**config.mk**
```make
export PLATFORM = sky130hd
export DESIGN_NAME = pointer_click_drag_recognizer
export DESIGN_NICKNAME = d
export VERILOG_FILES = /design/src/design/pcdr_pkg.sv /design/src/design/pcdr_in_stage.sv /design/src/design/pcdr_gesture.sv /design/src/design/pcdr_out_stage.sv /design/src/design/pointer_click_drag_recognizer.sv
export SDC_FILE = /design/constraint.sdc
export NUM_CORES = 1
export LEC_CHECK = 0
export BUFFER_PORTS_ARGS = -buffer_cell sky130_fd_sc_hd__buf_2
export CORE_MARGIN = 5
export CORE_UTILIZATION = 25
export CTS_BUF_LIST = sky130_fd_sc_hd__clkbuf_16
export CTS_CLUSTER_SIZE = 12
export DETAILED_ROUTE_END_ITERATION = 8
export HOLD_SLACK_MARGIN = 0.08
export RECOVER_POWER = 100
export SYNTH_ARGS = -nofsm -noshare
export SYNTH_HDL_FRONTEND = slang
export SYNTH_HIERARCHICAL = 1
export SYNTH_SLANG_ARGS = --single-unit
export TNS_END_PERCENT = 50
```
**constraint.sdc**
```tcl
create_clock -name clk -period 5.46 [get_ports clk]
set_input_delay 0.273 -clock clk [delete_from_list [all_inputs] [get_ports clk]]
set_output_delay 0.273 -clock clk [all_outputs]
set_load 0.01 [all_outputs]
```
**src/design/pcdr_pkg.sv**
```systemverilog
// ----------------------------------------------------------------------------
// pcdr_pkg
// Shared types and codes of the pointer click and drag recognizer.
// ----------------------------------------------------------------------------
package pcdr_pkg;

	localparam int COORD_BITS = 16;
	localparam int BTN_BITS   = 5;
	localparam int RADIUS_BITS = 8;
	localparam logic [RADIUS_BITS-1:0] RADIUS_RESET = 8'd3;

	localparam logic [1:0] OP_PRESS   = 2'd0;
	localparam logic [1:0] OP_RELEASE = 2'd1;
	localparam logic [1:0] OP_MOTION  = 2'd2;
	localparam logic [1:0] OP_FRAME   = 2'd3;

	localparam logic [1:0] KIND_CLICK       = 2'd0;
	localparam logic [1:0] KIND_DRAG_START  = 2'd1;
	localparam logic [1:0] KIND_DRAG_UPDATE = 2'd2;
	localparam logic [1:0] KIND_DRAG_END    = 2'd3;

	typedef enum logic [4:0] {
		ACT_NONE        = 5'b00001,
		ACT_CLICK       = 5'b00010,
		ACT_DRAG_START  = 5'b00100,
		ACT_DRAG_UPDATE = 5'b01000,
		ACT_DRAG_END    = 5'b10000
	} act_t;

	typedef struct packed {
		logic [1:0]                   operation;
		logic [BTN_BITS-1:0]          button;
		logic [BTN_BITS-1:0]          buttons_held;
		logic signed [COORD_BITS-1:0] pos_x;
		logic signed [COORD_BITS-1:0] pos_y;
	} event_t;

	typedef struct packed {
		logic                         handled;
		logic                         action_valid;
		logic [1:0]                   action_kind;
		logic [BTN_BITS-1:0]          action_button;
		logic signed [COORD_BITS-1:0] action_x;
		logic signed [COORD_BITS-1:0] action_y;
	} result_t;

endpackage

```
**src/design/pcdr_in_stage.sv**
```systemverilog
// ----------------------------------------------------------------------------
// pcdr_in_stage
// Input register of the event channel.
// ----------------------------------------------------------------------------
module pcdr_in_stage
	import pcdr_pkg::*;
(
	input  logic   clk,
	input  logic   arst_n,
	input  logic   ev_valid,
	output logic   ev_stall,
	input  event_t ev,
	input  logic   s2_en,
	output logic   valid_s1,
	output event_t item_s1
);

	assign ev_stall = valid_s1 && !s2_en;

	always_ff @(posedge clk or negedge arst_n) begin
		if (!arst_n) begin
			valid_s1 <= 1'b0;
		end else if (!ev_stall) begin
			valid_s1 <= ev_valid;
		end
	end

	always_ff @(posedge clk) begin
		if (ev_valid && !ev_stall) begin
			item_s1 <= ev;
		end
	end

endmodule

```
**src/design/pcdr_gesture.sv**
```systemverilog
// ----------------------------------------------------------------------------
// pcdr_gesture
// Gesture state and the per-event update rules.
// ----------------------------------------------------------------------------
module pcdr_gesture
	import pcdr_pkg::*;
(
	input  logic                   clk,
	input  logic                   arst_n,
	input  logic                   adv,
	input  event_t                 item,
	input  logic [RADIUS_BITS-1:0] click_radius,
	output result_t                res
);

	logic                         tracking_q, tracking_d;
	act_t                         act_q, act_d;
	logic [BTN_BITS-1:0]          held_q, held_d;
	logic signed [COORD_BITS-1:0] start_x_q, start_x_d, start_y_q, start_y_d;
	logic signed [COORD_BITS-1:0] cur_x_q, cur_x_d, cur_y_q, cur_y_d;
	logic signed [COORD_BITS:0]   dx, dy;
	logic [COORD_BITS:0]          mag_x, mag_y;
	logic                         in_range;
	logic                         handled;

	assign dx = {start_x_q[COORD_BITS-1], start_x_q} - {item.pos_x[COORD_BITS-1], item.pos_x};
	assign dy = {start_y_q[COORD_BITS-1], start_y_q} - {item.pos_y[COORD_BITS-1], item.pos_y};
	assign mag_x = dx[COORD_BITS] ? (COORD_BITS+1)'(-dx) : (COORD_BITS+1)'(dx);
	assign mag_y = dy[COORD_BITS] ? (COORD_BITS+1)'(-dy) : (COORD_BITS+1)'(dy);
	assign in_range = (mag_x <= (COORD_BITS+1)'(click_radius))
		&& (mag_y <= (COORD_BITS+1)'(click_radius));

	always_comb begin
		logic clear;
		clear      = 1'b0;
		handled    = 1'b0;
		tracking_d = tracking_q;
		act_d      = act_q;
		held_d     = held_q;
		start_x_d  = start_x_q;
		start_y_d  = start_y_q;
		cur_x_d    = cur_x_q;
		cur_y_d    = cur_y_q;
		case (item.operation)
			OP_PRESS: begin
				handled = 1'b1;
				if (tracking_q) begin
					clear = 1'b1;
				end else if (item.buttons_held == item.button) begin
					tracking_d = 1'b1;
					act_d      = ACT_NONE;
					held_d     = item.button;
					start_x_d  = item.pos_x;
					start_y_d  = item.pos_y;
					cur_x_d    = item.pos_x;
					cur_y_d    = item.pos_y;
				end
			end
			OP_RELEASE: begin
				if (tracking_q) begin
					handled = 1'b1;
					if (act_q == ACT_NONE) begin
						if (in_range) begin
							act_d = ACT_CLICK;
						end else begin
							clear = 1'b1;
						end
					end else if (act_q == ACT_DRAG_START || act_q == ACT_DRAG_UPDATE) begin
						cur_x_d = item.pos_x;
						cur_y_d = item.pos_y;
						act_d   = ACT_DRAG_END;
					end
				end
			end
			OP_MOTION: begin
				if (tracking_q) begin
					if (act_q == ACT_NONE) begin
						if (!in_range) begin
							act_d   = ACT_DRAG_START;
							handled = 1'b1;
						end
					end else if (act_q == ACT_DRAG_START || act_q == ACT_DRAG_UPDATE) begin
						act_d   = ACT_DRAG_UPDATE;
						cur_x_d = item.pos_x;
						cur_y_d = item.pos_y;
						handled = 1'b1;
					end
				end
			end
			default: begin
				if (act_q == ACT_CLICK || act_q == ACT_DRAG_END) begin
					clear = 1'b1;
				end
			end
		endcase
		if (clear) begin
			tracking_d = 1'b0;
			act_d      = ACT_NONE;
			held_d     = '0;
			start_x_d  = '0;
			start_y_d  = '0;
			cur_x_d    = '0;
			cur_y_d    = '0;
		end
	end

	always_comb begin
		res               = '0;
		res.handled       = handled;
		res.action_valid  = 1'b1;
		res.action_button = held_d;
		res.action_x      = cur_x_d;
		res.action_y      = cur_y_d;
		case (act_d)
			ACT_CLICK:       res.action_kind = KIND_CLICK;
			ACT_DRAG_START:  res.action_kind = KIND_DRAG_START;
			ACT_DRAG_UPDATE: res.action_kind = KIND_DRAG_UPDATE;
			ACT_DRAG_END:    res.action_kind = KIND_DRAG_END;
			default: begin
				res.action_valid  = 1'b0;
				res.action_button = '0;
				res.action_x      = '0;
				res.action_y      = '0;
			end
		endcase
	end

	always_ff @(posedge clk or negedge arst_n) begin
		if (!arst_n) begin
			tracking_q <= 1'b0;
			act_q      <= ACT_NONE;
			held_q     <= '0;
			start_x_q  <= '0;
			start_y_q  <= '0;
			cur_x_q    <= '0;
			cur_y_q    <= '0;
		end else if (adv) begin
			tracking_q <= tracking_d;
			act_q      <= act_d;
			held_q     <= held_d;
			start_x_q  <= start_x_d;
			start_y_q  <= start_y_d;
			cur_x_q    <= cur_x_d;
			cur_y_q    <= cur_y_d;
		end
	end

endmodule

```
**src/design/pcdr_out_stage.sv**
```systemverilog
// ----------------------------------------------------------------------------
// pcdr_out_stage
// Result register of the result channel.
// ----------------------------------------------------------------------------
module pcdr_out_stage
	import pcdr_pkg::*;
(
	input  logic    clk,
	input  logic    arst_n,
	input  logic    valid_s1,
	input  result_t res_d,
	output logic    s2_en,
	output logic    res_valid,
	input  logic    res_stall,
	output result_t res
);

	assign s2_en = !res_valid || !res_stall;

	always_ff @(posedge clk or negedge arst_n) begin
		if (!arst_n) begin
			res_valid <= 1'b0;
		end else if (s2_en) begin
			res_valid <= valid_s1;
		end
	end

	always_ff @(posedge clk) begin
		if (s2_en && valid_s1) begin
			res <= res_d;
		end
	end

endmodule

```
**src/design/pointer_click_drag_recognizer.sv**
```systemverilog
// ----------------------------------------------------------------------------
// pointer_click_drag_recognizer
// Click and drag gesture recognizer for pointer events.
// ----------------------------------------------------------------------------
// Takes pointer event words (press, release, motion, frame start) and
// returns one result word for each, in order. An event is registered in the
// input register, passed through the gesture update logic and the result
// lands in the output register, so a new event can be taken every cycle
// while the result side keeps up; when the result word is held, ev_stall
// rises as soon as the input register is also full, so at most one further
// event is taken. click_radius is written through the cfg channel, which is
// always ready, and should only change while no event is in flight.
module pointer_click_drag_recognizer
	import pcdr_pkg::*;
(
	input  logic                   clk,
	input  logic                   arst_n,
	input  logic                   ev_valid,
	output logic                   ev_stall,
	input  event_t                 ev,
	output logic                   res_valid,
	input  logic                   res_stall,
	output result_t                res,
	input  logic                   cfg_valid,
	output logic                   cfg_ready,
	input  logic [RADIUS_BITS-1:0] cfg_data
);

	logic                   valid_s1;
	event_t                 item_s1;
	logic                   s2_en;
	result_t                res_d;
	logic [RADIUS_BITS-1:0] radius_q;

	assign cfg_ready = 1'b1;

	always_ff @(posedge clk or negedge arst_n) begin
		if (!arst_n) begin
			radius_q <= RADIUS_RESET;
		end else if (cfg_valid && cfg_ready) begin
			radius_q <= cfg_data;
		end
	end

	pcdr_in_stage u_in (
		.clk      (clk),
		.arst_n   (arst_n),
		.ev_valid (ev_valid),
		.ev_stall (ev_stall),
		.ev       (ev),
		.s2_en    (s2_en),
		.valid_s1 (valid_s1),
		.item_s1  (item_s1)
	);

	pcdr_gesture u_gesture (
		.clk          (clk),
		.arst_n       (arst_n),
		.adv          (valid_s1 && s2_en),
		.item         (item_s1),
		.click_radius (radius_q),
		.res          (res_d)
	);

	pcdr_out_stage u_out (
		.clk       (clk),
		.arst_n    (arst_n),
		.valid_s1  (valid_s1),
		.res_d     (res_d),
		.s2_en     (s2_en),
		.res_valid (res_valid),
		.res_stall (res_stall),
		.res       (res)
	);

endmodule

```
==> Word-level counts from Yosys, hierarchy flattened <==
Cells that the tools add are included.
W data, S select, Z words.
{ "totals": {"reg_bits": 170, "inputBits": 57, "word_cells": 114} }
{ "op_classes": {"addsub": 4, "order_cmp": 2, "n_eq_ne": 13, "n_mux": 56, "reduce_logical": 18} }
{ "ops": {"columns": ["operator", "count"], "rows": [
  ["$mux W16", 20],
  ["$mux W5", 15],
  ["$pmux W16 S2", 2],
  ["$le A17 B8 Y1", 2],
  ["$mux W17", 2],
  ["$neg A17 Y17", 2],
  ["$sub A16 B16 Y17", 2],
  ["$pmux W5 S3", 1],
  ["$mux W1", 13],
  ["$eq A5 B2 Y1 const B", 2],
  ["$eq A5 B3 Y1 const B", 2],
  ["$eq A5 B4 Y1 const B", 2],
  ["$eq A5 B5 Y1 const B", 2],
  ["$pmux W1 S3", 2],
  ["$pmux W2 S3", 1],
  ["$eq A5 B1 Y1 const B", 1],
  ["$eq A5 B5 Y1", 1],
  ["$logic_and A1 B1 Y1", 4],
  ["$logic_not A1 Y1", 4],
  ["$reduce_and A4 Y1", 1],
  ["$reduce_bool A2 Y1", 2],
  ["$reduce_or A4 Y1", 1],
  ["$logic_or A1 B1 Y1", 3],
  ["$eq A2 B1 Y1 const B", 1],
  ["other kinds (5)", 5]
]} }

==> Logic depth before layout (Yosys ltp) <==
Gate-level depths: netlist of the first run.
{ "logic_depth": {"ltp_word": 13, "depth_mapped": 28, "ltp_nobuf": 24} }

==> Hierarchy <==
Netlist of the first run, hierarchy kept.
{ "by_module_without_submodules": {"columns": ["mod", "instances", "cells_each", "area_per_inst_um2"], "rows": [
  ["pcdr_gesture", 1, 891, 7447.1],
  ["pcdr_in_stage", 1, 49, 1378.8],
  ["pcdr_out_stage", 1, 45, 1278.7],
  ["pointer_click_drag_recognizer", 1, 20, 351.6]
]} }

==> Worst setup path after synthesis of the first run <==
Ideal clock, no wire load.
{ "synth_timing": {"kind": "register to register", "start": "reg, netlist name u_in/item_s1[16]", "end": "reg, netlist name u_out/res[17]", "setup_ps": 263, "arrival_ps": 4927, "required_ps": 5197, "slack_ps": 270, "stages_incl_launch_ff": 27, "n_path_buf": 4, "synth_period_minus_slack_ps": 5190, "path_cell_list": "edfxtp_1 -> ha_1 -> fa_1 -> nand2b_1 -> a211oi_2 -> o21a_1 -> o21ai_0 -> a21oi_1 -> clkbuf_1 -> nor2_1 -> xor2_1 -> ha_1 -> o21a_1 -> o211ai_1 -> a21oi_1 -> o22ai_1 -> o211a_1 -> nand4b_1 -> and4b_1 -> and4_1 -> and2_1 -> buf_6 -> a21boi_2 -> a32oi_1 -> buf_4 -> buf_6 -> nor3_2"} }
{ "synth_between": {"elab_chain_len": 12, "elab_cells_between_ends": 23} }
{ "synth_rtl": {"columns": ["element", "line_no", "text"], "rows": [
  ["$sub A16 B16 Y17 (*)", "pcdr_gesture.sv:26", "assign dx = {start_x_q[COORD_BITS-1], start_x_q} - {item.pos_x[COORD_BITS-1], item.pos_x};"],
  ["$neg A17 Y17", "pcdr_gesture.sv:28", "assign mag_x = dx[COORD_BITS] ? (COORD_BITS+1)'(-dx) : (COORD_BITS+1)'(dx);"],
  ["$mux W17 (*)", "pcdr_gesture.sv:28", null],
  ["$le A17 B8 Y1 (*)", "pcdr_gesture.sv:30", "assign in_range = (mag_x <= (COORD_BITS+1)'(click_radius))"],
  ["$logic_and A1 B1 Y1 (*)", "pcdr_gesture.sv:31", "&& (mag_y <= (COORD_BITS+1)'(click_radius));"],
  ["$mux W5 (tied with other cells)", "pcdr_gesture.sv:78", "if (!in_range) begin"],
  ["$mux W5 (tied with other cells)", "pcdr_gesture.sv:77", "if (act_q == ACT_NONE) begin"],
  ["$mux W5 (tied with other cells)", "pcdr_gesture.sv:76", "if (tracking_q) begin"],
  ["$pmux W5 S3 or $pmux W1 S3 (tied branches)", "pcdr_gesture.sv:44", "case (item.operation)"],
  ["$mux W5", "pcdr_gesture.sv:96", "if (clear) begin"],
  ["$eq A5 B2 Y1 (tied with other cells)", "pcdr_gesture.sv:114", "case (act_d)"],
  ["$reduce_or A4 Y1 (no source line)", null, null]
]} }
Every way passes the cells marked *; elsewhere a longest branch is shown, timed or not.
A chain may end at the register's enable or synchronous reset.

==> Final worst setup path of the first run <==
{ "layout_timing": {"start": "reg, netlist name u_in/item_s1[16]", "end": "reg, netlist name u_out/res[14]"} }
{ "layout_between": {"elab_chain_len": 12, "elab_cells_between_ends": 23} }
{ "layout_rtl": {"columns": ["element", "line_no"], "rows": [
  ["$sub A16 B16 Y17 (*)", "pcdr_gesture.sv:26"],
  ["$neg A17 Y17", "pcdr_gesture.sv:28"],
  ["$mux W17 (*)", "pcdr_gesture.sv:28"],
  ["$le A17 B8 Y1 (*)", "pcdr_gesture.sv:30"],
  ["$logic_and A1 B1 Y1 (*)", "pcdr_gesture.sv:31"],
  ["$mux W5 (tied with other cells)", "pcdr_gesture.sv:78"],
  ["$mux W5 (tied with other cells)", "pcdr_gesture.sv:77"],
  ["$mux W5 (tied with other cells)", "pcdr_gesture.sv:76"],
  ["$pmux W5 S3 or $pmux W1 S3 (tied branches)", "pcdr_gesture.sv:44"],
  ["$mux W5", "pcdr_gesture.sv:96"],
  ["$eq A5 B2 Y1 (tied with other cells)", "pcdr_gesture.sv:114"],
  ["$reduce_or A4 Y1 (no source line)", null]
]} }
Marked as above.

==> reports/results.ini, run 1 <==
[sta]
setup_viol = 0
post-route-period-util = 0.951
max_slew_margin = -1.18
tightest_slew_ns = 3.28
period_needed_ns = 5.19
max_freq_mhz = 193
finalHoldViolCount = 0
drv_slew = 161
finalClockSkew_ns = 0.0162

[setup_path]
reg2reg_slack_ns = 0.27
start_kind = register
path_delay_family = compound AO/OA/AOI/OAI gates
path_class = register to register
path_buf_inv = 3
arrival_ns = 5.38
cp_max_fo = 15
reg2reg_from = u_in/item_s1[16]
reg2reg_to = u_out/res[14]
slowest_delay_ns = 0.40
reg2regPathDepth = 26
endpoint_kind = register
worstPathRequired_ns = 5.64
crit_path_top_delay_cell = edfxtp_1

[status]
failed_checks = capacitance limit, slew limit
status = finished with violations

[finish]
final_layout_size_suffix_gt1_frac = 0.156
final_util = 0.309
syn2layout_area_growth_pct = 23.0
instances_no_fill = 1716
fin_nets = 1277
n_antenna_cell = 0

[yosys]
yosysWarnings = 6
ys.flop_type = edfxtp_1
yosysUniqueCellTypes = 89
ys_ff_latch = 170
yosysSeqAreaShare = 0.448
syn_nets = 1118
ys_top_cells_by_count = 85 x edfxtp_1, 82 x dfrtp_1, 78 x nor2_1
synth_area_um2 = 10500
ys_top_cells_by_area = edfxtp_1 24%, dfrtp_1 20%, ha_1 6.5%
syn_inst = 1005
synth.avg_cell_area_um2 = 10.4
synth_top_area_share = 0.244
yosysMostFrequentCell = edfxtp_1
yosysTopAreaCell = edfxtp_1
async_reset_ff_frac = 0.500
synth_edf_count = 85

[placed_design]
numPlacedInstances = 1617
hpwl_um = 20400
gp_congestion = 0.853
io_buffers = 99

[global_route]
grt_pass1_vias = 8516
grt.overflow.total = 0
grt_antenna_before_repair = 0
grt_pass1_wl_um = 46800
gr-usage-all-layers = 0.124
grt_max_degree = 51

[floorplanning]
start_util = 0.251
core_area_um2 = 41700
chipHeight_um = 215
ios = 101
design.die.area_um2 = 46000
fp-row-count = 75
die_width_um = 215

[power]
p_int_mw = 2.66
switching_power_mw = 1.48
power_frac_comb = 0.339
p_clk_frac = 0.288
switching_share = 0.357
power.density_nw_per_um2 = 322
leakage_nw = 5.14
p_total_mw = 4.14
vdd_drop_max_mv = 0.224
p_seq_frac = 0.373

[clock_tree]
cts_tree = yes
cts.path.max_buffers = 2
cts_sinks = 170
cts_root_buf = clkbuf_16
path_clk_slew_ns = 0.08
clk_latency_ns = 0.45
numCtsBuffers = 17
cts_htree_levels = 4

[min_path]
hold_start = cfg_data[7]
hold_class = input pin to register
hold_depth = 2
min_to = radius_q[7]

[detailed_routing]
antenna_left = 0
drtPass1Iterations = 5
drt_iter0_drc = 714
wl_um = 29500
drcViolationCount = 0
vias_per_cell = 5.07
vias = 8693
routedWlPerCell_um = 17.2

[job]
maxCapViolCount = 4

==> power by group through the flow <==
stage,registers [mW],clock network (mW),logic (mW)
after floorplan,1.55,0,0.968
after global placement,1.56,0,1.30
after detailed placement,1.57,0,1.33
after CTS,1.54,1.23,1.37
after global routing,1.56,1.29,1.56
final,1.55,1.19,1.40
==> kinds of logic (layout without fill, tap and decap cells) <==
family | Yosys count | count (layout) | share of synthesized area
DFF | 170 | 170 | 0.448
AOI/OAI and AO/OA | 321 | 321 | 0.232
other | 1 | 1 | 0.000359
xor gates and xnor gates | 35 | 35 | 0.0293
adders and majority gates | 56 | 56 | 0.0684
buffers and inverters | 111 | 283 | 0.0468
and+or+nand+nor | 294 | 294 | 0.155
muxes | 17 | 17 | 0.0205
==> how the worst max path moves through the flow <==
stage / startpoint / endpoint / slack (ns) / depth (start not counted)
finish: u_in/item_s1[16] / u_out/res[14] / 0.27 / 26
global placement: u_in/item_s1[0] / u_out/res[15] / 0.1 / 23
detailed placement: u_in/item_s1[0] / u_out/res[13] / -0.13 / 23
floorplan: u_in/item_s1[16] / u_out/res[17] / 0.27 / 26
CTS: u_in/item_s1[16] / u_out/res[13] / 0.06 / 25
global route: u_in/item_s1[0] / u_out/res[14] / -0.02 / 25
==> cells in the final DEF (no fill, tap or decap), types with 6 or more instances in the layout <==
cell type,synthesis,final
a21o_1,18,17
a21oi_1,74,73
a221oi_1,6,6
a22o_1,36,36
a22oi_1,33,33
a31oi_1,10,9
a32o_1,39,39
and2_1,12,11
and3_1,10,10
buf_2,13,42
buf_4,7,33
clkbuf_1,29,59
clkbuf_16,0,18
dfrtp_1,82,82
dlygate4sd3_1,0,53
edfxtp_1,85,85
ha_1,54,50
inv_1,55,55
mux2i_1,6,6
nand2_1,37,37
nand2b_1,10,9
nand3_1,15,15
nand3b_1,7,7
nand4_1,12,12
nor2_1,78,77
nor2b_1,17,17
nor3_1,42,41
nor3_2,21,22
nor4_1,10,9
o211ai_1,10,10
o21a_1,7,7
o21ai_0,24,23
o22ai_1,8,7
xnor2_1,23,23
xor2_1,12,12
==> metal layers <==
metal / vias up / track usage / wire, um
met5: - / 0 / 0
met4: 0 / 0.0258 / 240
met3: 17 / 0.0277 / 1230
met2: 223 / 0.199 / 14000
met1: 4279 / 0.174 / 14000
li1: 4174 / - / -
==> timing repair <==
item | in CTS | in global routing
gates cloned | 0 | 3
resized for setup | 1 | 15
pin swaps | 0 | 5
buffers inserted | 1 | 10
setup endpoints to repair | 72 | 113
hold buffers | 49 | 4
hold endpoints to repair | 81 | 4
==> registers in the layout (all words and copies together), names as in the netlist <==
name / flops
radius_q: 8
u_gesture/act_q: 5
u_gesture/cur_x_q: 16
u_gesture/cur_y_q: 16
u_gesture/held_q: 5
u_gesture/start_x_q: 16
u_gesture/start_y_q: 16
u_gesture/tracking_q: 1
u_in/item_s1: 44
u_in/valid_s1: 1
u_out/res: 41
u_out/res_valid: 1
==> cell type report <==
class                      instances  area (um2)
inverter                          55         206
fill                            4359       28800
clock buffer                      17         425
timing repair buffer             196        1350
multi-input combinational        724        5380
clock inverter                    15         144
sequential                       170        4680
tap                              539         674
==> per-stage QoR <==
| step | hold WS (ns) | setup TNS, ns | instance area [um2] | setup slack, ns |
|---|---|---|---|---|
| 3_5_place_dp | 0.288 | -4.34 | 11700 | -0.126 |
| 3_3_place_gp | 0.279 | 0 | 11700 | 0.0969 |
| 4_1_cts | 0.0833 | 0 | 12800 | 0.0575 |
| 2_1_floorplan | -0.0226 | 0 | 10500 | 0.270 |
| 5_1_grt | 0.0704 | -0.0701 | 12900 | -0.0158 |
| 6_report | 0.0848 | 0 | 12900 | 0.265 |
Note: power is estimated with default switching activity, not from simulation.
==> run 2: changes to the inputs <==
--- a/config.mk
+++ b/config.mk
@@ -13,6 +13,7 @@
 export DETAILED_ROUTE_END_ITERATION = 8
 export HOLD_SLACK_MARGIN = 0.08
 export RECOVER_POWER = 100
+export SLEW_MARGIN = 30
 export SYNTH_ARGS = -nofsm -noshare
 export SYNTH_HDL_FRONTEND = slang
 export SYNTH_HIERARCHICAL = 1
==> constraint.sdc (replaced) <==
create_clock -name clk -period 5.46 [get_ports clk]
set_input_delay 0.273 -clock clk [delete_from_list [all_inputs] [get_ports clk]]
set_output_delay 0.273 -clock clk [all_outputs]
set_load 0.05 [all_outputs]
==> reports/results.ini, run 2 (synthesis results as in run 1) <==
[floorplanning]
chipHeight_um = 215  ; unchanged
design.die.area_um2 = 46000  ; unchanged
ios = 101  ; unchanged
core_area_um2 = 41700  ; unchanged
fp-row-count = 75  ; unchanged
die_width_um = 215  ; unchanged
start_util = 0.251  ; unchanged

[placed_design]
numPlacedInstances = 1619  ; +0.12%
hpwl_um = 20700  ; +1.2%
io_buffers = 99  ; unchanged
dpl_worst_slack_ns = -0.102  ; +0.0238 ns
gp_congestion = 0.853  ; unchanged

[finish]
instances_no_fill = 1724  ; +0.47%
largest_register_ffs = 44  ; unchanged
final_common_cell = edfxtp_1
fin_nets = 1285  ; +0.63%
largestRegisters = u_in/item_s1 (44), u_out/res (41)
final_layout_size_suffix_gt1_frac = 0.170  ; +0.0141
largest-register = u_in/item_s1
n_antenna_cell = 0  ; unchanged
syn2layout_area_growth_pct = 24.8
mostFrequentLayoutCells = 85 x edfxtp_1, 82 x dfrtp_1, 77 x nor2_1

[power]
vdd_drop_max_mv = 0.297  ; +33%
p_clk_frac = 0.291  ; +0.003
power.density_nw_per_um2 = 328  ; +1.7%
p_int_mw = 2.72  ; +2.2%
power_frac_comb = 0.348  ; +0.009
p_total_mw = 4.27  ; +3.2%
p_seq_frac = 0.362  ; -0.011
switching_share = 0.363  ; +0.00608
leakage_nw = 5.22  ; +1.5%
switching_power_mw = 1.55  ; +5.0%

[job]
maxCapViolCount = 4  ; unchanged

[sta]
finalClockSkew_ns = 0.0220  ; +0.00574 ns
drv_slew = 161  ; unchanged
fin_tns_setup_ns = 0  ; unchanged
max_slew_margin = -1.26  ; -0.0712
setup_viol = 0  ; unchanged
tightest_slew_ns = 3.38  ; +0.107 ns
finalHoldViolCount = 0  ; unchanged
fin_ws_ns = 0.301  ; +0.0357 ns
max_freq_mhz = 194  ; +0.69%
period_needed_ns = 5.16  ; -0.0357 ns
post-route-period-util = 0.945  ; -0.00654

[setup_path]
endpoint_kind = register
path_cells = ha_2 -> fa_2 -> nand2b_4 -> a21o_4 -> a211o_1 -> o211ai_1 -> nor2_1 -> a21oi_1 -> ha_1 -> nor2b_1 -> o21a_1 -> o21ai_0 -> a21oi_1 -> o22ai_1 -> o211a_1 -> nand4b_1 -> and4b_1 -> and4_1 -> and2_4 -> a2111oi_4 -> a32oi_4 -> buf_4 -> buf_6 -> nor3_2
worstPathRequired_ns = 5.65  ; about the same
path_class = register to register
path_buf_inv = 2  ; -1
arrival_ns = 5.35  ; -0.03 ns
start_kind = register
slowest_delay_ns = 0.42  ; +0.02 ns
crit_path_top_delay_cell = edfxtp_1
cp_max_fo = 8  ; -7
cp_common_cell = a21oi_1
path_delay_family = compound AO/OA/AOI/OAI gates

[detailed_routing]
wl_um = 29700  ; +0.63%
drt_iter0_drc = 637  ; -11%
routedWlPerCell_um = 17.2  ; +0.16%
drcViolationCount = 0  ; unchanged
drtPass1Iterations = 5  ; unchanged
antenna_left = 0  ; unchanged
vias = 8762  ; +0.79%
vias_per_cell = 5.08  ; +0.33%

[clock_tree]
path_clk_slew_ns = 0.07  ; about the same
cts_sinks = 170  ; unchanged
cts_tree = yes
cts_htree_levels = 4  ; unchanged
cts.path.max_buffers = 2  ; unchanged
numCtsBuffers = 17  ; unchanged
clk_latency_ns = 0.46  ; about the same
cts_root_buf = clkbuf_16

[min_path]
hold_class = input pin to register

[global_route]
grt_busiest_layer = met2
gr-usage-met1 = 0.169  ; -0.00465
grt.overflow.total = 0  ; unchanged
grt_pass1_wl_um = 46700  ; -0.10%
grt_antenna_before_repair = 1  ; +1
grt_max_degree = 51  ; unchanged
met2_usage = 0.202  ; +0.00319
grtUsageMet3 = 0.0251  ; -0.00254
grt_pass1_vias = 8583  ; +0.79%
gr-usage-all-layers = 0.124  ; -0.000471

[status]
failed_checks = capacitance limit, slew limit
status = finished with violations

[run 2: cell count changes in the layout (fill, tap and decap cells not counted), sizes merged]
cell           previous run  this run
buf                      81        91
bufinv                    0         1
clkbuf                   78        77
clkdlybuf4s15             1         0
clkinv                    3         4
clkinvlp                  2         0
[run 2: path summary, 6_finish.rpt]
path                                           from                    to  slack (ns)  depth (start not counted)
min in group asynchronous                    arst_n           radius_q[6]        1.02                          2
max in group asynchronous                    arst_n  u_gesture/cur_y_q[1]        2.14                          3
worst min-delay path                    cfg_data[7]           radius_q[7]        0.08                          2
worst max register to register      u_in/item_s1[0]         u_out/res[22]        0.30                         24
worst max-delay path                u_in/item_s1[0]         u_out/res[22]        0.30                         24
worst min register to register  u_gesture/held_q[1]   u_gesture/held_q[1]        0.49                          1
[run 2: repair_timing]
| action | in CTS | in global routing |
|---|---|---|
| cloned | 0 | 3 |
| buffers inserted | 0 | 16 |
| hold endpoints to repair | 84 | 1 |
| endpoints found under the setup margin | 72 | 113 |
| pin swaps | 0 | 9 |
| resized for setup | 1 | 27 |
| hold buffers | 52 | 1 |
[run 2: layout make-up]
type	instances	area [um2]
Clock buffer	17	425
Clock inverter	15	170
Fill cell	4305	28600
Inverter	55	206
Multi-Input combinational cell	724	5430
Sequential cell	170	4680
Tap cell	539	674
Timing Repair Buffer	204	1460
[run 2: stage by stage]
stage	hold slack [ns]	area [um2]	utilization
after floorplan	-0.0226	10500	-
after global placement	0.279	11700	0.281
after detailed placement	0.282	11700	0.282
after CTS	0.0803	12900	0.309
after global routing	0.0888	13100	0.313
final	0.0829	13100	0.313
[run 2: metal layers]
layer | up-vias | wire length, um
li1 | 4180 | -
met1 | 4302 | 13900
met2 | 247 | 14000
met3 | 33 | 1270
met4 | 0 | 454
met5 | - | 0
[run 2: power groups by stage]
stage | clock, mW | combinational (mW) | sequential, mW
floorplan | 0 | 0.971 | 1.61
global placement | 0 | 1.36 | 1.56
detailed placement | 0 | 1.39 | 1.57
CTS | 1.27 | 1.43 | 1.54
global route | 1.34 | 1.65 | 1.56
finish | 1.24 | 1.49 | 1.55
